===== config.mk =====
export PLATFORM = sky130hd
export DESIGN_NAME = rgb_led_pwm_mixer
export DESIGN_NICKNAME = d
export VERILOG_FILES = /design/src/rtl/rlpm_pkg.sv /design/src/rtl/rlpm_in_stage.sv /design/src/rtl/rlpm_core.sv /design/src/rtl/rgb_led_pwm_mixer.sv
export VERILOG_INCLUDE_DIRS = /design/src /design/src/rtl
export SDC_FILE = /design/constraint.sdc
export NUM_CORES = 1
export LEC_CHECK = 0
export BUFFER_PORTS_ARGS = -buffer_cell sky130_fd_sc_hd__buf_2
export CORE_ASPECT_RATIO = 1.4
export CORE_MARGIN = 2
export CORE_UTILIZATION = 30
export DETAILED_ROUTE_END_ITERATION = 8
export PLACE_DENSITY_LB_ADDON = 0.08
export SKIP_CTS_REPAIR_TIMING = 1
export SLEW_MARGIN = 20
export SYNTH_ARGS = -nofsm -noshare
export SYNTH_HDL_FRONTEND = slang
export SYNTH_SLANG_ARGS = --single-unit
export TNS_END_PERCENT = 50

===== constraint.sdc =====
create_clock -name i_clk -period 5.4 [get_ports i_clk]
set_input_delay 0 -clock i_clk [delete_from_list [all_inputs] [get_ports i_clk]]
set_output_delay 0 -clock i_clk [all_outputs]
set_load 0.02 [all_outputs]

===== src/rtl/rgb_led_pwm_mixer_defines.svh =====
// ============================================================================
// RGB LED PWM mixer assertion macros
// Shared property wrappers for the concurrent checks of the mixer.
// ============================================================================
`ifndef RGB_LED_PWM_MIXER_DEFINES_SVH
`define RGB_LED_PWM_MIXER_DEFINES_SVH

// Same-cycle implication, disabled while reset is asserted.
`define RLPM_ASSERT(label, clk, rst_n, ante, cons, msg) \
    label: assert property (@(posedge clk) disable iff (!(rst_n)) (ante) |-> (cons)) \
        else $error(msg);

// Next-cycle implication, disabled while reset is asserted.
`define RLPM_ASSERT_NEXT(label, clk, rst_n, ante, cons, msg) \
    label: assert property (@(posedge clk) disable iff (!(rst_n)) (ante) |=> (cons)) \
        else $error(msg);

`endif


===== src/rtl/rlpm_pkg.sv =====
// ============================================================================
// RGB LED PWM mixer package
// Types, key codes, preset tables and fade script lookup shared by the mixer.
// ============================================================================
`default_nettype none

package rlpm_pkg;

    localparam int LVL_W          = 4;
    localparam int KEY_W          = 5;
    localparam int STEP_W         = 16;
    localparam int IDX_W          = 6;
    localparam int PWM_STEPS_DEF  = 10;

    localparam logic [LVL_W-1:0]  LEVEL_MAX        = 4'd10;
    localparam logic [LVL_W-1:0]  LEVEL_RESET      = 4'd9;
    localparam logic [STEP_W-1:0] STEP_TICKS_RESET = 16'd1340;

    localparam logic [LVL_W-1:0]  LVL_INC = 4'h1;
    localparam logic [LVL_W-1:0]  LVL_DEC = 4'hF;

    // Command codes.
    localparam logic CMD_TICK = 1'b0;
    localparam logic CMD_KEY  = 1'b1;

    // Key codes.
    localparam logic [KEY_W-1:0] KEY_STEP_LO   = 5'd1;
    localparam logic [KEY_W-1:0] KEY_STEP_HI   = 5'd3;
    localparam logic [KEY_W-1:0] KEY_PRESET_LO = 5'd4;
    localparam logic [KEY_W-1:0] KEY_PRESET_HI = 5'd11;
    localparam logic [KEY_W-1:0] KEY_RAISE     = 5'd12;
    localparam logic [KEY_W-1:0] KEY_FADE_LO   = 5'd13;
    localparam logic [KEY_W-1:0] KEY_FADE_HI   = 5'd15;
    localparam logic [KEY_W-1:0] KEY_LOWER     = 5'd16;
    localparam logic [KEY_W-1:0] KEY_FADE_BASE = 5'd12;

    typedef enum logic [1:0] {
        FADE_NONE,
        FADE_ONE,
        FADE_TWO,
        FADE_THREE
    } t_fade;

    typedef enum logic [2:0] {
        ACT_NONE,
        ACT_STEP,
        ACT_PRESET,
        ACT_RAISE,
        ACT_FADE,
        ACT_LOWER
    } t_key_act;

    // Element 0 is red, 1 is green, 2 is blue.
    typedef logic [0:2][LVL_W-1:0] t_levels;
    typedef logic [0:2]            t_pins;

    typedef struct packed {
        logic             cmd;
        logic [KEY_W-1:0] key_code;
    } t_in_item;

    typedef struct packed {
        logic             red_pin;
        logic             green_pin;
        logic             blue_pin;
        logic [LVL_W-1:0] red_level;
        logic [LVL_W-1:0] green_level;
        logic [LVL_W-1:0] blue_level;
        logic             fade_busy;
    } t_out_item;

    localparam t_levels PRESET_TAB [0:7] = '{
        '{4'd5,  4'd5,  4'd5},
        '{4'd2,  4'd2,  4'd8},
        '{4'd2,  4'd2,  4'd10},
        '{4'd1,  4'd8,  4'd10},
        '{4'd10, 4'd10, 4'd10},
        '{4'd4,  4'd8,  4'd7},
        '{4'd2,  4'd8,  4'd2},
        '{4'd5,  4'd10, 4'd8}
    };

    localparam t_levels FADE_START_TAB [0:2] = '{
        '{4'd10, 4'd10, 4'd1},
        '{4'd10, 4'd5,  4'd10},
        '{4'd2,  4'd2,  4'd10}
    };

    // Number of level changes in each fade script.
    function automatic logic [IDX_W-1:0] fade_len(input t_fade prog);
        logic [IDX_W-1:0] len;
        begin
            case (prog)
                FADE_ONE:   len = 6'd45;
                FADE_TWO:   len = 6'd35;
                FADE_THREE: len = 6'd38;
                default:    len = '0;
            endcase
            return len;
        end
    endfunction

    // Per-channel addend (modulo 16) for step idx of a fade script.
    function automatic t_levels fade_delta(input t_fade prog, input logic [IDX_W-1:0] idx);
        t_levels d;
        begin
            d = '0;
            case (prog)
                FADE_ONE: begin
                    if (idx < 6'd10)      d[0] = LVL_DEC;
                    else if (idx < 6'd20) d[0] = LVL_INC;
                    else if (idx < 6'd30) d[1] = LVL_DEC;
                    else if (idx < 6'd40) d[1] = LVL_INC;
                    else begin
                        d[1] = LVL_DEC;
                        d[2] = LVL_INC;
                    end
                end
                FADE_TWO: begin
                    if (idx < 6'd5)       d[1] = LVL_INC;
                    else if (idx < 6'd15) d[2] = LVL_DEC;
                    else if (idx < 6'd25) d[2] = LVL_INC;
                    else                  d[0] = LVL_DEC;
                end
                FADE_THREE: begin
                    if (idx < 6'd8)       d[1] = LVL_INC;
                    else if (idx < 6'd18) d[2] = LVL_DEC;
                    else if (idx < 6'd28) d[2] = LVL_INC;
                    else                  d[1] = LVL_DEC;
                end
                default: d = '0;
            endcase
            return d;
        end
    endfunction

endpackage

`default_nettype wire


===== src/rtl/rlpm_in_stage.sv =====
// ============================================================================
// RGB LED PWM mixer input stage
// Registers one incoming item and holds it until the core takes it.
// ============================================================================
`default_nettype none

module rlpm_in_stage (
    input  logic               i_clk,
    input  logic               i_rst_n,
    input  logic               i_valid,
    output logic               o_stall,
    input  rlpm_pkg::t_in_item i_item,
    output logic               o_valid,
    output rlpm_pkg::t_in_item o_item,
    input  logic               i_take
);
    import rlpm_pkg::*;

    logic     r_valid;
    t_in_item r_item;

    // The register is free when empty or when its item leaves this cycle.
    assign o_stall = r_valid && !i_take;

    always_ff @(posedge i_clk) begin
        if (!i_rst_n) begin
            r_valid <= 1'b0;
        end else if (!o_stall) begin
            r_valid <= i_valid;
        end
    end

    always_ff @(posedge i_clk) begin
        if (i_valid && !o_stall) begin
            r_item <= i_item;
        end
    end

    assign o_valid = r_valid;
    assign o_item  = r_item;

endmodule

`default_nettype wire


===== src/rtl/rlpm_core.sv =====
// ============================================================================
// RGB LED PWM mixer core
// Level, phase and fade state with the result register.
// ============================================================================
`default_nettype none
`include "rgb_led_pwm_mixer_defines.svh"

module rlpm_core #(
    parameter int PWM_STEPS = rlpm_pkg::PWM_STEPS_DEF
) (
    input  logic                       i_clk,
    input  logic                       i_rst_n,
    input  logic                       i_in_valid,
    input  rlpm_pkg::t_in_item         i_in_item,
    output logic                       o_take,
    output logic                       o_out_valid,
    input  logic                       i_out_stall,
    output rlpm_pkg::t_out_item        o_out_item,
    input  logic                       i_cfg_wr,
    input  logic [rlpm_pkg::STEP_W-1:0] i_cfg_data
);
    import rlpm_pkg::*;

    localparam int PH_W  = (PWM_STEPS > 2) ? $clog2(PWM_STEPS) : 1;
    localparam int CMP_W = (PH_W > LVL_W) ? PH_W : LVL_W;
    localparam logic [PH_W:0] PH_LIMIT = (PH_W + 1)'(PWM_STEPS);

    logic [STEP_W-1:0] r_step_ticks;
    logic [PH_W-1:0]   r_phase,  n_phase;
    t_levels           r_levels, n_levels;
    t_pins             r_pins,   n_pins;
    t_fade             r_prog,   n_prog;
    logic [IDX_W-1:0]  r_idx,    n_idx;
    logic [STEP_W-1:0] r_cnt,    n_cnt;
    logic              r_out_valid;
    t_out_item         r_out_item, n_out_item;

    logic              fire;
    logic              advance;
    t_key_act          key_act;
    logic [KEY_W-1:0]  key;
    logic [1:0]        step_ch;
    t_levels           fade_act;
    logic [STEP_W-1:0] cnt_inc;
    logic [PH_W:0]     ph_inc;

    assign advance = !r_out_valid || !i_out_stall;
    assign fire    = i_in_valid && advance;
    assign o_take  = fire;

    // Key decode.
    always_comb begin
        key     = i_in_item.key_code;
        step_ch = 2'(key - KEY_STEP_LO);
        if (key >= KEY_STEP_LO && key <= KEY_STEP_HI) begin
            key_act = ACT_STEP;
        end else if (key >= KEY_PRESET_LO && key <= KEY_PRESET_HI) begin
            key_act = ACT_PRESET;
        end else if (key == KEY_RAISE) begin
            key_act = ACT_RAISE;
        end else if (key >= KEY_FADE_LO && key <= KEY_FADE_HI) begin
            key_act = ACT_FADE;
        end else if (key == KEY_LOWER) begin
            key_act = ACT_LOWER;
        end else begin
            key_act = ACT_NONE;
        end
    end

    // Next state for the item in the input register.
    always_comb begin
        n_phase  = r_phase;
        n_levels = r_levels;
        n_pins   = r_pins;
        n_prog   = r_prog;
        n_idx    = r_idx;
        n_cnt    = r_cnt;
        fade_act = fade_delta(r_prog, r_idx);
        cnt_inc  = r_cnt + 1'b1;
        ph_inc   = {1'b0, r_phase} + 1'b1;

        if (i_in_item.cmd == CMD_TICK) begin
            // Fade timing first, then the phase and the pin compare.
            if (r_prog != FADE_NONE) begin
                if (cnt_inc >= r_step_ticks) begin
                    n_cnt = '0;
                    if (r_idx < fade_len(r_prog)) begin
                        for (int c = 0; c < 3; c++) begin
                            n_levels[c] = r_levels[c] + fade_act[c];
                        end
                        n_idx = r_idx + 1'b1;
                    end else begin
                        n_prog = FADE_NONE;
                        n_idx  = '0;
                    end
                end else begin
                    n_cnt = cnt_inc;
                end
            end
            n_phase = (ph_inc >= PH_LIMIT) ? '0 : ph_inc[PH_W-1:0];
            for (int c = 0; c < 3; c++) begin
                n_pins[c] = CMP_W'(n_phase) < CMP_W'(n_levels[c]);
            end
        end else if (r_prog == FADE_NONE) begin
            case (key_act)
                ACT_STEP: begin
                    for (int c = 0; c < 3; c++) begin
                        if (2'(c) == step_ch) begin
                            n_levels[c] = (r_levels[c] == LEVEL_MAX) ? '0
                                                                      : r_levels[c] + 1'b1;
                        end
                    end
                end
                ACT_PRESET: begin
                    n_levels = PRESET_TAB[3'(key - KEY_PRESET_LO)];
                end
                ACT_RAISE: begin
                    if (r_levels[0] != LEVEL_MAX && r_levels[1] != LEVEL_MAX &&
                        r_levels[2] != LEVEL_MAX) begin
                        for (int c = 0; c < 3; c++) begin
                            n_levels[c] = r_levels[c] + 1'b1;
                        end
                    end
                end
                ACT_FADE: begin
                    n_levels = FADE_START_TAB[2'(key - KEY_FADE_LO)];
                    n_prog   = t_fade'(2'(key - KEY_FADE_BASE));
                    n_idx    = '0;
                    n_cnt    = '0;
                end
                ACT_LOWER: begin
                    if (r_levels[0] != '0 && r_levels[1] != '0 && r_levels[2] != '0) begin
                        for (int c = 0; c < 3; c++) begin
                            n_levels[c] = r_levels[c] - 1'b1;
                        end
                    end
                end
                default: begin
                    n_levels = r_levels;
                end
            endcase
        end

        n_out_item.red_pin     = n_pins[0];
        n_out_item.green_pin   = n_pins[1];
        n_out_item.blue_pin    = n_pins[2];
        n_out_item.red_level   = n_levels[0];
        n_out_item.green_level = n_levels[1];
        n_out_item.blue_level  = n_levels[2];
        n_out_item.fade_busy   = (n_prog != FADE_NONE);
    end

    always_ff @(posedge i_clk) begin
        if (!i_rst_n) begin
            r_step_ticks <= STEP_TICKS_RESET;
        end else if (i_cfg_wr) begin
            r_step_ticks <= i_cfg_data;
        end
    end

    always_ff @(posedge i_clk) begin
        if (!i_rst_n) begin
            r_phase  <= '0;
            r_levels <= {3{LEVEL_RESET}};
            r_pins   <= '1;
            r_prog   <= FADE_NONE;
            r_idx    <= '0;
            r_cnt    <= '0;
        end else if (fire) begin
            r_phase  <= n_phase;
            r_levels <= n_levels;
            r_pins   <= n_pins;
            r_prog   <= n_prog;
            r_idx    <= n_idx;
            r_cnt    <= n_cnt;
        end
    end

    always_ff @(posedge i_clk) begin
        if (!i_rst_n) begin
            r_out_valid <= 1'b0;
        end else if (advance) begin
            r_out_valid <= i_in_valid;
        end
    end

    always_ff @(posedge i_clk) begin
        if (fire) begin
            r_out_item <= n_out_item;
        end
    end

    assign o_out_valid = r_out_valid;
    assign o_out_item  = r_out_item;

    `RLPM_ASSERT(a_level_range, i_clk, i_rst_n, 1'b1, (r_levels[0] <= LEVEL_MAX) && (r_levels[1] <= LEVEL_MAX) && (r_levels[2] <= LEVEL_MAX), "channel level left the 0 to 10 range")
    `RLPM_ASSERT(a_idle_clear, i_clk, i_rst_n, r_prog == FADE_NONE, (r_idx == '0) && (r_cnt == '0), "fade counters not cleared while no fade runs")
    `RLPM_ASSERT(a_idx_bound, i_clk, i_rst_n, r_prog != FADE_NONE, r_idx <= fade_len(r_prog), "fade step index ran past its script")
    `RLPM_ASSERT_NEXT(a_key_keeps_phase, i_clk, i_rst_n, fire && (i_in_item.cmd == CMD_KEY), (r_phase == $past(r_phase)) && (r_pins == $past(r_pins)), "key event moved the PWM phase or pins")

endmodule

`default_nettype wire


===== src/rtl/rgb_led_pwm_mixer.sv =====
// ============================================================================
// RGB LED PWM mixer
// Three-channel active-low PWM mixer driven by tick and key events.
// ============================================================================
//
//  Channel   Direction  Signals                          Transfer when
//  -------   ---------  -------------------------------  -------------------------
//  in        sink       i_in_valid, o_in_stall, i_in_item   valid high, stall low
//  out       source     o_out_valid, i_out_stall, o_out_item valid high, stall low
//  cfg       sink       i_cfg_valid, o_cfg_ready, i_cfg_data valid and ready high
//
//  Every input transfer produces exactly one output transfer: the item waits
//  in the input register, then the core updates the state and loads the
//  result register.
//  The core accepts one item per cycle while the output does not stall; its
//  state update is a single pass of compares, small adds and table lookups.
//  Reset is synchronous and active low; it restores all levels to nine, the
//  pins to off, the phase and fade state to zero and step_ticks to 1340.
//  A stall on the output holds the result register, which in turn holds the
//  input register and raises o_in_stall once that register is also full.
//
`default_nettype none

module rgb_led_pwm_mixer #(
    parameter int PWM_STEPS = rlpm_pkg::PWM_STEPS_DEF
) (
    input  logic                        i_clk,
    input  logic                        i_rst_n,
    // Event input channel.
    input  logic                        i_in_valid,
    output logic                        o_in_stall,
    input  rlpm_pkg::t_in_item          i_in_item,
    // Result channel.
    output logic                        o_out_valid,
    input  logic                        i_out_stall,
    output rlpm_pkg::t_out_item         o_out_item,
    // Configuration write channel for step_ticks.
    input  logic                        i_cfg_valid,
    output logic                        o_cfg_ready,
    input  logic [rlpm_pkg::STEP_W-1:0] i_cfg_data
);
    import rlpm_pkg::*;

    logic     stg_valid;
    t_in_item stg_item;
    logic     core_take;
    logic     cfg_wr;

    // The step_ticks register can take a write in any cycle; the user must issue
    // writes only while the block is idle; the block itself does not enforce this.
    assign o_cfg_ready = 1'b1;
    assign cfg_wr      = i_cfg_valid && o_cfg_ready;

    // Input register: decouples the upstream stall from the result register.
    rlpm_in_stage u_in_stage (
        .i_clk   (i_clk),
        .i_rst_n (i_rst_n),
        .i_valid (i_in_valid),
        .o_stall (o_in_stall),
        .i_item  (i_in_item),
        .o_valid (stg_valid),
        .o_item  (stg_item),
        .i_take  (core_take)
    );

    // Core: tick handling (fade step, phase, pin compare) and key handling,
    // followed by the result register.
    rlpm_core #(
        .PWM_STEPS (PWM_STEPS)
    ) u_core (
        .i_clk       (i_clk),
        .i_rst_n     (i_rst_n),
        .i_in_valid  (stg_valid),
        .i_in_item   (stg_item),
        .o_take      (core_take),
        .o_out_valid (o_out_valid),
        .i_out_stall (i_out_stall),
        .o_out_item  (o_out_item),
        .i_cfg_wr    (cfg_wr),
        .i_cfg_data  (i_cfg_data)
    );

endmodule

`default_nettype wire


---- Yosys cells after proc, flatten, opt, wreduce, memory -nomap -nowiden ----
Memories as Yosys holds them, arrays and structs flattened.
Cells that the tools add are included.
storage, ports and cells
  memories ................................ 1
  input bits .............................. 27
  bits in read-only memories .............. 96
  register bits after elaboration ......... 83
  word-level logic and storage cells ...... 182
  output and inout port bits .............. 19
memories
  name              depth  width  rd ports  clocked after Yosys merged registers in  write ports  RTL line          text
  (name not given)  8      12     1         0                                        0            rlpm_core.sv:115  n_levels = PRESET_TAB[3'(key - KEY_PRESET_LO)];
cells by class
  $lt $le $gt $ge ......................... 24
  bitwise gates (word level) .............. 3
  reductions and logical operators ........ 27
  equality and inequality tests ........... 20
  add/sub/neg operators ................... 16
  mux-type cells .......................... 71
operator list
  operator                 count
  $mux W12                 12
  $mux W4                  21
  $mux W16                 5
  $pmux W12 S5             1
  $mux W6                  9
  $lt A6 B5 Y1 const B     5
  $bmux W12 S2             1
  $pmux W8 S3              1
  $lt A6 B4 Y1 const B     3
  $mux W3                  6
  $pmux W6 S3              1
  $add A16 B1 Y16 const B  1
  $ge A16 B16 Y1           1
  $mux W8                  2
  $add A4 B1 Y4 const B    3
  $add A4 B4 Y4            3
  $eq A4 B4 Y1 const B     3
  $lt A4 B4 Y1             3
  $mux W2                  6
  $ne A4 B4 Y1 const B     3
  $reduce_bool A4 Y1       3
  $sub A4 B1 Y4 const B    3
  $ge A5 B4 Y1 const B     2
  $le A5 B4 Y1 const B     2
  35 further kinds         61

---- Longest topological paths before layout ----
Gate-level depths: netlist of run 1.
  depth after elaboration ................. 13
  gate-level depth with buffers ........... 22
  gate-level depth less buffers ........... 19

---- Cells and area by module ----
Synthesis of run 1 repeated with hierarchy kept, for this count alone.
second synthesis, totals
  cells, all modules ...................... 805
  area total of the unflattened synthesis .. 6542.5 um^2
by module, submodules not included
  module             cells an instance  seq. area each (um^2)  times used  area each (um^2)
  rlpm_core          793                1681.6                 1           6303.5
  rlpm_in_stage      10                 200.2                  1           227.7
  rgb_led_pwm_mixer  2                  0.0                    1           11.3

---- Worst setup path before layout of run 1 ----
Ideal clock, no wire load.
  path type ............................... register to register
  from .................................... reg u_core.r_cnt[0]
  to ...................................... reg u_core.r_pins[2]
  data required time ...................... 5.326 ns
  buffers on the path ..................... 3
  clock period less this slack ............ 4.366 ns
  library setup time ...................... 0.074 ns
  slack ................................... 1.034 ns
  stages on the path, launching flop included .. 22
  arrival ................................. 4.292 ns
  cells stage by stage .................... dfxtp_1 ha_1 and3_1 and3_1 and3_1 clkbuf_1 nand3_1 xnor2_1 ha_1 nand4_1 nor4_1 o21ai_1 a21oi_4 buf_6 buf_2 o21ai_0 ha_1 a21o_1 a211o_1 a31o_2 o31a_1 o21ai_0
on the way
  word-level cells in the longest chain between the ends .. 7
RTL lines
  item                    RTL line          text
  start, declared         rlpm_core.sv:34   logic [STEP_W-1:0] r_cnt, n_cnt;
  start signal, assigned  rlpm_core.sv:175  r_cnt <= n_cnt;
  $add A16 B1 Y16         rlpm_core.sv:79   cnt_inc = r_cnt + 1'b1;
  $ge A16 B16 Y1          rlpm_core.sv:85   if (cnt_inc >= r_step_ticks) begin
  $mux W12                rlpm_core.sv:85
  $mux W12                rlpm_core.sv:84   if (r_prog != FADE_NONE) begin
  $mux W12                rlpm_core.sv:82   if (i_in_item.cmd == CMD_TICK) begin
  $lt A4 B4 Y1            rlpm_core.sv:102  n_pins[c] = CMP_W'(n_phase) < CMP_W'(n_levels[c]);
  $mux W3                 rlpm_core.sv:82
  end signal, assigned    rlpm_core.sv:172  r_pins <= n_pins;
  end, declared           rlpm_core.sv:31   t_pins r_pins, n_pins;
Every way passes these cells. The select of a mux whose other input is x is not followed.
A chain may end at the register's enable or synchronous reset.

---- Worst setup path after layout of run 1 ----
  from .................................... reg u_core.r_cnt[0]
  to ...................................... reg u_core.r_pins[0]
The elaborated chain is that of the path after synthesis.

==> results.py, run 1 <==
metrics = {
    "power": {
        "clkPwrFrac_pct": 42.7,
        "pwr-share-comb_pct": 15.0,
        "ir_drop_v": 0.000147,
        "swShare_pct": 28.4,
        "p_int_uw": 1170,
        "power_density_nw_per_um2": 210,
        "power_frac_seq_pct": 42.3,
        "p_leak_uw": 0.00322,
        "netSwitchingPower_uw": 464,
    },
    "setup_path": {
        "endpoint_kind": "register",
        "critPathArrivalTime_ns": 5.02,
        "path_class": "reg -> reg",
        "cp_slowest_stage_delay_ns": 0.44,
        "cp_slowest_cell": "a21oi_4",
        "crit_fanout": 14,
        "startpoint_type": "register",
        "required_ns": 5.69,
        "path_cells": "ha_1 > and3_1 > and3_1 > and3_1 > nand3_1 > xnor2_1 > ha_1 > nand4_1 > nor4_1 > o21ai_1 > a21oi_4 > mux2_2 > inv_1 > ha_1 > a21o_1 > a211o_1 > a31oi_1 > a21oi_1 > o21ai_0",
    },
    "global_route": {
        "grt_max_degree": 45,
        "busiest_layer": "met2",
        "grt_pass1_wl_mm": 35.0,
        "grt.total_usage_pct": 18.8,
        "grt_overflow": 0,
        "use_met2_pct": 36.1,
        "grt_pass1_vias": 6096,
        "use_met1_pct": 20.4,
        "grtUsageMet3_pct": 2.22,
        "grt_antenna_before_repair": 0,
    },
    "synth": {
        "synth_area_um2": 6810,
        "async_flop_share_pct": 0,
        "synth_seq_area_share_pct": 27.6,
        "syn_nets": 935,
        "syn_area_per_cell_um2": 8.10,
        "synth_cell_type_count": 86,
        "ys.flop_type": "dfxtp_1",
        "synthCells": 841,
        "ys_ff_latch": 83,
        "synth-edff-count": 22,
        "yosys_warnings": 0,
    },
    "hold_path": {
        "hp-class": "in -> reg",
    },
    "sta": {
        "rsz0062_at_grt": "false",
        "finalHoldViolCount": 0,
        "setup_tns_ns": 0,
        "drv_slew": 0,
        "relSlewSlack_pct": 45.2,
        "tightest_slew_ns": 0.814,
        "fmax_mhz": 212,
        "skew_ns": 0.00852,
        "setup_violations": 0,
        "min_period_over_period_pct": 87.5,
        "fin_crit_ns": 4.73,
    },
    "detailed_routing": {
        "wl_mm": 22.2,
        "antenna_left": 0,
        "wl_per_cell_um": 18.8,
        "dr.pass1.iters": 5,
        "drtIter0Drc": 265,
        "vias": 6293,
        "drc": 0,
        "vias_per_cell": 5.32,
    },
    "floorplan": {
        "die_h_um": 182,
        "dieWidth_um": 131,
        "floorplan.initialDensity_pct": 30.3,
        "dieArea_um2": 23900,
        "core_area_um2": 22400,
        "io_pins": 46,
        "rows": 65,
    },
    "placed_design": {
        "placed_cells": 1143,
        "globalplace.congestion": 0.850,
        "hpwl_mm": 16.7,
        "portBuffers": 44,
    },
    "flow_run": {
        "cap_violations": 0,
    },
    "outcome": {
        "status": "complete, no violations",
    },
    "finish": {
        "num-fill-cells": 2427,
        "layout_common_cells": "93 x nand2_1, 66 x a21oi_1, 64 x ha_1",
        "layout_commonest_cell": "nand2_1",
        "stdcell_count": 1183,
        "layout-drive-gt1-share_pct": 10.3,
        "area_delta_synth_final_pct": 14.5,
        "num-nets-final": 971,
        "antenna_cells": 0,
    },
    "clocking": {
        "numCtsBuffers": 9,
        "cts_max_level": 3,
        "root_buffer": "clkbuf_16",
        "clk_path_buf_depth": 2,
        "clkTransAtPathRegs_ns": 0.07,
        "cts_tree": "built",
        "cts.sinks": 83,
        "clkLatencyLatePin_ns": 0.36,
    },
}
## final timing paths
check                   start                 end  slack [ns]  cells after the start
max           u_core.r_cnt[0]    u_core.r_pins[0]        0.67                     19
min                   i_rst_n  u_core.r_levels[3]        0.09                      2
max reg2reg   u_core.r_cnt[0]    u_core.r_pins[0]        0.67                     19
min reg2reg  u_core.r_pins[2]    u_core.r_pins[2]        0.47                      2
## power by group through the flow
stage	sequential [uW]	combinational [uW]	clock (uW)
3_5_place_dp	705	232	0
3_3_place_gp	705	236	0
2_1_floorplan	697	159	0
4_1_cts	690	234	724
5_1_grt	694	271	743
6_report	691	245	697
## cells in the mapped netlist (all sizes together) (8+ instances only)
| cell type | number | area share (%) |
|---|---|---|
| nand2 | 94 | 5.2 |
| a21oi | 67 | 5.1 |
| ha | 64 | 12 |
| dfxtp | 61 | 18 |
| nor2 | 58 | 3.2 |
| o21ai | 58 | 4.3 |
| inv | 40 | 2.2 |
| nand3 | 37 | 2.9 |
| clkbuf | 29 | 1.6 |
| buf | 23 | 2.0 |
| edfxtp | 22 | 9.7 |
| mux2i | 22 | 3.2 |
| nor3 | 19 | 1.5 |
| xor2 | 16 | 2.1 |
| a31oi | 13 | 1.2 |
| xnor2 | 13 | 1.7 |
| and3 | 12 | 1.1 |
| nand2b | 11 | 1.0 |
| nand4 | 11 | 1.0 |
| nor2b | 11 | 1.0 |
| nand3b | 10 | 1.1 |
| o211ai | 10 | 1.1 |
| a21o | 9 | 0.99 |
| a211o | 8 | 1.0 |
## flip-flops by register name, summed over array words and instances (netlist names)
| name | count |
|---|---|
| u_core.o_out_item | 16 |
| u_core.o_out_valid | 1 |
| u_core.r_cnt | 16 |
| u_core.r_idx | 6 |
| u_core.r_levels | 12 |
| u_core.r_phase | 4 |
| u_core.r_pins | 3 |
| u_core.r_prog | 2 |
| u_core.r_step_ticks | 16 |
| u_in_stage.o_item | 6 |
| u_in_stage.o_valid | 1 |
## worst max-delay path, delay by kind of cell, from the launching register on
family / cells / cell delay, ns
AND/OR/NAND/NOR: 6 / 1.37
flip-flops: 1 / 0.40
multiplexers: 1 / 0.41
buffers and inverters: 1 / 0.06
XOR/XNOR: 1 / 0.16
AO/OA/AOI/OAI: 7 / 1.47
adder cells (fa/ha/maj): 3 / 0.78
## cells by family after synthesis
group                    Yosys count  synth area share, %
AO/OA/AOI/OAI                    233                 22.6
multiplexers                      26                 3.89
XOR/XNOR                          29                 3.73
buffers and inverters             93                 5.84
adder cells (fa/ha/maj)           67                 12.6
AND/OR/NAND/NOR                  309                 23.6
other                              1               0.0551
flip-flops                        83                 27.6
## metal layers
layer	part of all wire [%]	wire, um	vias up
li1	-	-	3139
met1	40	8790	2985
met2	54	12000	123
met3	2.6	576	46
met4	3.8	834	0
met5	0	0	-
## metrics by stage
step / utilization [%] / instance area (um^2) / hold WS (ns) / setup WS, ns / power, uW
floorplan: - / 6810 / 0.0989 / 1.03 / 856
global placement: 32.2 / 7230 / 0.179 / 0.721 / 941
detailed placement: 32.2 / 7230 / 0.178 / 0.636 / 937
CTS: 33.7 / 7550 / -0.198 / 0.626 / 1650
global route: 34.7 / 7790 / 0.0934 / 0.192 / 1710
finish: 34.7 / 7790 / 0.0856 / 0.673 / 1630
## final cells by class
type	count	area, um^2	area share, %
well taps	301	377	4.83
flip-flops and latches	83	1880	24.1
clock buffers	9	225	2.89
clock inverters	7	98.8	1.27
multi-input cells	665	4530	58.1
repair buffers	77	528	6.77
inverters	41	154	1.97
(Power assumes the default switching activity.)
==> inputs of run 2 (changes only) <==
CTS_BUF_LIST = sky130_fd_sc_hd__clkbuf_8   (was default)
==> run 2 against run 1 <==
Power shrank 10%; count of clock-buffer cells in the layout is the same; wire length shrank 0.18%; critical path type unchanged.
==> results.py, run 2 (synthesis gave the netlist of run 1 again) <==
metrics = {
    "power": {
        "netSwitchingPower_uw": 445,
        "pwr-share-comb_pct": 16.6,
        "p_int_uw": 1020,
        "p_leak_uw": 0.00318,
        "power_density_nw_per_um2": 191,
        "swShare_pct": 30.3,
        "ir_drop_v": 0.000119,
        "power_frac_seq_pct": 47.0,
        "clkPwrFrac_pct": 36.4,
    },
    "sta": {
        "rsz0062_at_grt": "false",
        "min_period_over_period_pct": 87.2,
        "whs_ns": 0.0495,
        "setup_violations": 0,
        "tightest_slew_ns": 0.802,
        "fin_crit_ns": 4.71,
        "fin_ws_ns": 0.690,
        "setup_tns_ns": 0,
        "skew_ns": 0.0138,
        "drv_slew": 0,
        "finalHoldViolCount": 0,
        "fmax_mhz": 212,
        "relSlewSlack_pct": 46.1,
    },
    "finish": {
        "layout-drive-gt1-share_pct": 10.3,
        "layout_commonest_cell": "nand2_1",
        "area.sequential_um2": 1880,
        "layout_common_cells": "93 x nand2_1, 66 x a21oi_1, 64 x ha_1",
        "multi_input_area_um2": 4530,
        "area_delta_synth_final_pct": 13.0,
        "num-fill-cells": 2440,
        "antenna_cells": 0,
        "num-nets-final": 971,
        "stdcell_count": 1183,
    },
    "floorplan": {
        "core_area_um2": 22400,
        "floorplan.initialDensity_pct": 30.3,
        "die_h_um": 182,
        "io_pins": 46,
        "dieWidth_um": 131,
        "dieArea_um2": 23900,
        "rows": 65,
    },
    "placed_design": {
        "placed_cells": 1143,
        "dp_slack_ns": 0.636,
        "globalplace.congestion": 0.850,
        "hpwl_mm": 16.7,
        "portBuffers": 44,
    },
    "clocking": {
        "clk_path_buf_depth": 2,
        "clkTransAtPathRegs_ns": 0.10,
        "clkLatencyLatePin_ns": 0.39,
        "root_buffer": "clkbuf_8",
        "cts_max_level": 3,
        "cts.sinks": 83,
        "cts_tree": "built",
        "numCtsBuffers": 9,
    },
    "detailed_routing": {
        "antenna_left": 0,
        "wl_mm": 22.1,
        "vias_per_cell": 5.32,
        "drtIter0Drc": 274,
        "vias": 6298,
        "drc": 0,
        "wl_per_cell_um": 18.7,
        "dr.pass1.iters": 5,
    },
    "setup_path": {
        "cp-startpoint": "u_core.r_cnt[0]",
        "rr_worst_depth": 19,
        "cp_slowest_cell": "a21oi_4",
        "timing.critical_path.buf_inv": 1,
        "critPathArrivalTime_ns": 5.04,
        "required_ns": 5.73,
        "startpoint_type": "register",
        "endpoint_kind": "register",
        "crit_fanout": 14,
        "cp_top_family": "compound AO/OA/AOI/OAI gates",
        "worstReg2RegStart": "u_core.r_cnt[0]",
        "rr_endpoint": "u_core.r_pins[0]",
        "reg2reg_slack_ns": 0.69,
        "cp_slowest_stage_delay_ns": 0.43,
        "path_cells": "ha_1 > and3_1 > and3_1 > and3_1 > nand3_1 > xnor2_1 > ha_1 > nand4_1 > nor4_1 > o21ai_1 > a21oi_4 > mux2_2 > inv_1 > ha_1 > a21o_1 > a211o_1 > a31oi_1 > a21oi_1 > o21ai_0",
        "path_class": "reg -> reg",
    },
    "global_route": {
        "grt_pass1_wl_mm": 35.0,
        "grt_antenna_before_repair": 0,
        "grt_max_degree": 45,
        "grt_overflow": 0,
        "grt_pass1_vias": 6087,
        "grt.total_usage_pct": 18.7,
    },
    "outcome": {
        "status": "complete, no violations",
    },
    "hold_path": {
        "holdPathEnd": "u_core.r_levels[3]",
        "holdCritStartpoint": "i_rst_n",
        "min_path_cells": 2,
        "hp-class": "in -> reg",
    },
    "flow_run": {
        "cap_violations": 0,
    },
}
run 2: cell count changes in the layout (fill, tap and decap cells not counted):
cell / delta
clkbuf_8: +9
clkbuf_16: -9
run 2: power groups by stage:
stage	combinational [uW]	sequential [uW]	clock, uW
6_report	244	690	534
5_1_grt	271	695	577
4_1_cts	234	690	560
3_5_place_dp	232	705	0
3_3_place_gp	236	705	0
2_1_floorplan	159	697	0
run 2: worst reg2reg max path: stages (launching register included):
cell	delay, ns
dfxtp_1	0.40
ha_1	0.25
and3_1	0.25
and3_1	0.27
and3_1	0.29
nand3_1	0.12
xnor2_1	0.16
ha_1	0.30
nand4_1	0.12
nor4_1	0.32
o21ai_1	0.22
a21oi_4	0.43
mux2_2	0.42
inv_1	0.06
ha_1	0.23
a21o_1	0.18
a211o_1	0.29
a31oi_1	0.14
a21oi_1	0.07
o21ai_0	0.13
run 2: worst max path at each step:
stage / end / cells after the start
after floorplan: u_core.r_pins[2] / 21
after global placement: u_core.r_pins[0] / 19
after detailed placement: u_core.r_pins[0] / 19
after CTS: u_core.r_pins[0] / 19
after global routing: u_core.r_pins[0] / 19
final: u_core.r_pins[0] / 19
run 2: per-stage QoR:
stage	total power, uW	cell area (um^2)	util, %
after floorplan	856	6810	-
after global placement	941	7230	32.2
after detailed placement	937	7230	32.2
after CTS	1480	7450	33.2
after global routing	1540	7690	34.3
final	1470	7690	34.3
run 2: cell type report:
cell class / count / area share (%)
inverters: 41 / 2.00
repair buffers: 77 / 6.86
multi-input cells: 665 / 58.9
flip-flops and latches: 83 / 24.5
clock buffers: 9 / 1.61
well taps: 301 / 4.90
clock inverters: 7 / 1.28
run 2: metal layers:
layer	track usage (%)	part of all wire, %	vias up
met5	0	0	-
met2	36.1	54	132
met1	20.4	40	2992
met3	2.14	2.5	40
li1	-	-	3134
met4	8.65	3.6	0
==> inputs of run 3 (changes only) <==
BUFFER_PORTS_ARGS = default   (was -buffer_cell sky130_fd_sc_hd__buf_2)
CORE_UTILIZATION = 40   (was 30)
DONT_BUFFER_PORTS = 1   (was default)
GPL_ROUTABILITY_DRIVEN = 1   (was default)
==> run 3 against run 2 <==
Sequential share of layout area up 1.1 points; critical path depth stayed put; cell area down 4.3%; count of clock-buffer cells in the layout unchanged; register-to-register slack lost 0.27 ns; clock skew about the same; via count rose by 0.76%; core utilization is 9.7 points higher; wire length decreased by 2.9%; combinational power decreased by 11%; sequential power up 1%; fmax is 5.5% lower; largest cell class unchanged.
==> results.py, run 3 (synthesis gave the netlist of run 1 again) <==
metrics = {
    "setup_path": {
        "critPathArrivalTime_ns": 5.27,
        "rr_worst_depth": 19,
        "cp-startpoint": "u_core.r_cnt[0]",
        "worstReg2RegStart": "u_core.r_cnt[0]",
        "startpoint_type": "register",
        "path_class": "reg -> reg",
        "endpoint_kind": "register",
        "reg2reg_slack_ns": 0.42,
        "crit_fanout": 19,
        "required_ns": 5.69,
        "rr_endpoint": "u_core.r_pins[2]",
    },
    "placed_design": {
        "globalplace.congestion": 0.924,
        "placed_cells": 997,
        "dp_slack_ns": 0.463,
        "portBuffers": 0,
        "hpwl_mm": 16.4,
    },
    "detailed_routing": {
        "wl_per_cell_um": 20.7,
        "drtIter0Drc": 375,
        "drc": 0,
        "vias_per_cell": 6.10,
        "dr.pass1.iters": 5,
        "antenna_left": 0,
        "vias": 6346,
        "wl_mm": 21.5,
    },
    "finish": {
        "layout_common_cells": "93 x nand2_1, 66 x a21oi_1, 64 x ha_1",
        "area_delta_synth_final_pct": 8.16,
        "num-nets-final": 926,
        "stdcell_count": 1040,
        "layout-drive-gt1-share_pct": 5.02,
        "num-fill-cells": 1688,
        "final_core_util_pct": 44.0,
        "antenna_cells": 0,
        "layout_commonest_cell": "nand2_1",
    },
    "sta": {
        "fin_crit_ns": 4.98,
        "fmax_mhz": 201,
        "whs_ns": 0.0192,
        "drv_slew": 0,
        "setup_tns_ns": 0,
        "fin_ws_ns": 0.416,
        "setup_violations": 0,
        "min_period_over_period_pct": 92.3,
        "relSlewSlack_pct": 34.7,
        "skew_ns": 0.0140,
        "tightest_slew_ns": 0.977,
        "rsz0062_at_grt": "false",
        "finalHoldViolCount": 0,
    },
    "clocking": {
        "clk_path_buf_depth": 2,
        "cts_max_level": 3,
        "clkTransAtPathRegs_ns": 0.09,
        "root_buffer": "clkbuf_8",
        "cts.sinks": 83,
        "clkLatencyLatePin_ns": 0.37,
        "cts_tree": "built",
        "numCtsBuffers": 9,
    },
    "power": {
        "p_int_uw": 1050,
        "power_density_nw_per_um2": 199,
        "ir_drop_v": 0.000115,
        "pwr-share-comb_pct": 14.9,
        "swShare_pct": 28.3,
        "power_frac_seq_pct": 47.7,
        "p_leak_uw": 0.00301,
        "clkPwrFrac_pct": 37.5,
        "netSwitchingPower_uw": 415,
    },
    "global_route": {
        "grt_antenna_before_repair": 0,
        "grt.total_usage_pct": 24.2,
        "grt_pass1_vias": 6195,
        "grt_max_degree": 44,
        "grt_overflow": 0,
        "grt_pass1_wl_mm": 33.7,
    },
    "floorplan": {
        "die_h_um": 158,
        "io_pins": 46,
        "dieArea_um2": 18100,
        "rows": 56,
        "dieWidth_um": 114,
        "floorplan.initialDensity_pct": 40.7,
        "core_area_um2": 16700,
    },
    "flow_run": {
        "cap_violations": 0,
    },
    "hold_path": {
        "holdPathEnd": "u_core.r_prog[0]",
        "min_path_cells": 2,
        "hp-class": "in -> reg",
        "holdCritStartpoint": "i_rst_n",
    },
    "outcome": {
        "status": "complete, no violations",
    },
}
-- run 3: worst max-delay path by stage --
| stage | to | slack, ns | depth (start not counted) |
|---|---|---|---|
| floorplan | u_core.r_pins[2] | 1.03 | 21 |
| CTS | u_core.r_pins[2] | 0.42 | 19 |
| detailed placement | u_core.r_pins[2] | 0.46 | 19 |
| global route | u_core.r_pins[2] | 0.01 | 19 |
| global placement | u_core.r_pins[2] | 0.69 | 19 |
| finish | u_core.r_pins[2] | 0.42 | 19 |
-- run 3: power by group through the flow --
stage / Combinational (uW) / Clock (uW) / Sequential, uW
after floorplan: 159 / 0 / 697
after global placement: 194 / 0 / 713
after detailed placement: 195 / 0 / 715
final: 218 / 551 / 700
after global routing: 241 / 587 / 704
after CTS: 197 / 565 / 700
-- run 3: worst max-delay path, stage by stage, from the launching register on --
cell and delay (ns):
dfxtp_1 0.42, ha_1 0.25, and3_1 0.26, and3_1 0.27, and3_1 0.28, nand3_1 0.11, xnor2_1 0.16, ha_1 0.32
nand4_1 0.12, nor4_1 0.33, o21ai_1 0.22, a21oi_4 0.50, buf_4 0.25, o21ai_0 0.09, ha_1 0.34, a21o_1 0.19
a211o_1 0.31, a31o_2 0.22, o31a_1 0.11, o21ai_0 0.16
-- run 3: layer usage --
layer  vias up  routed length, um  GRT usage, %  part of all wire, %
met3        65                820          3.43                  3.8
met1      3054               8080          25.9                   38
li1       3045                  -             -                    -
met5         -                  0             0                    0
met2       182              11200          44.2                   52
met4         0               1350          15.3                  6.3
-- run 3: cell type report --
class	instances	area, um^2	area share (%)
tap	203	254	3.45
clock inverter	7	114	1.55
inverter	41	154	2.09
timing repair buffer	32	308	4.18
clock buffer	9	124	1.68
multi-input combinational	665	4530	61.5
sequential	83	1880	25.5
-- run 3: stage by stage --
step | total power [uW] | area (um^2)
6_report | 1470 | 7370
5_1_grt | 1530 | 7370
4_1_cts | 1460 | 7100
3_5_place_dp | 910 | 6860
3_3_place_gp | 908 | 6860
2_1_floorplan | 856 | 6810
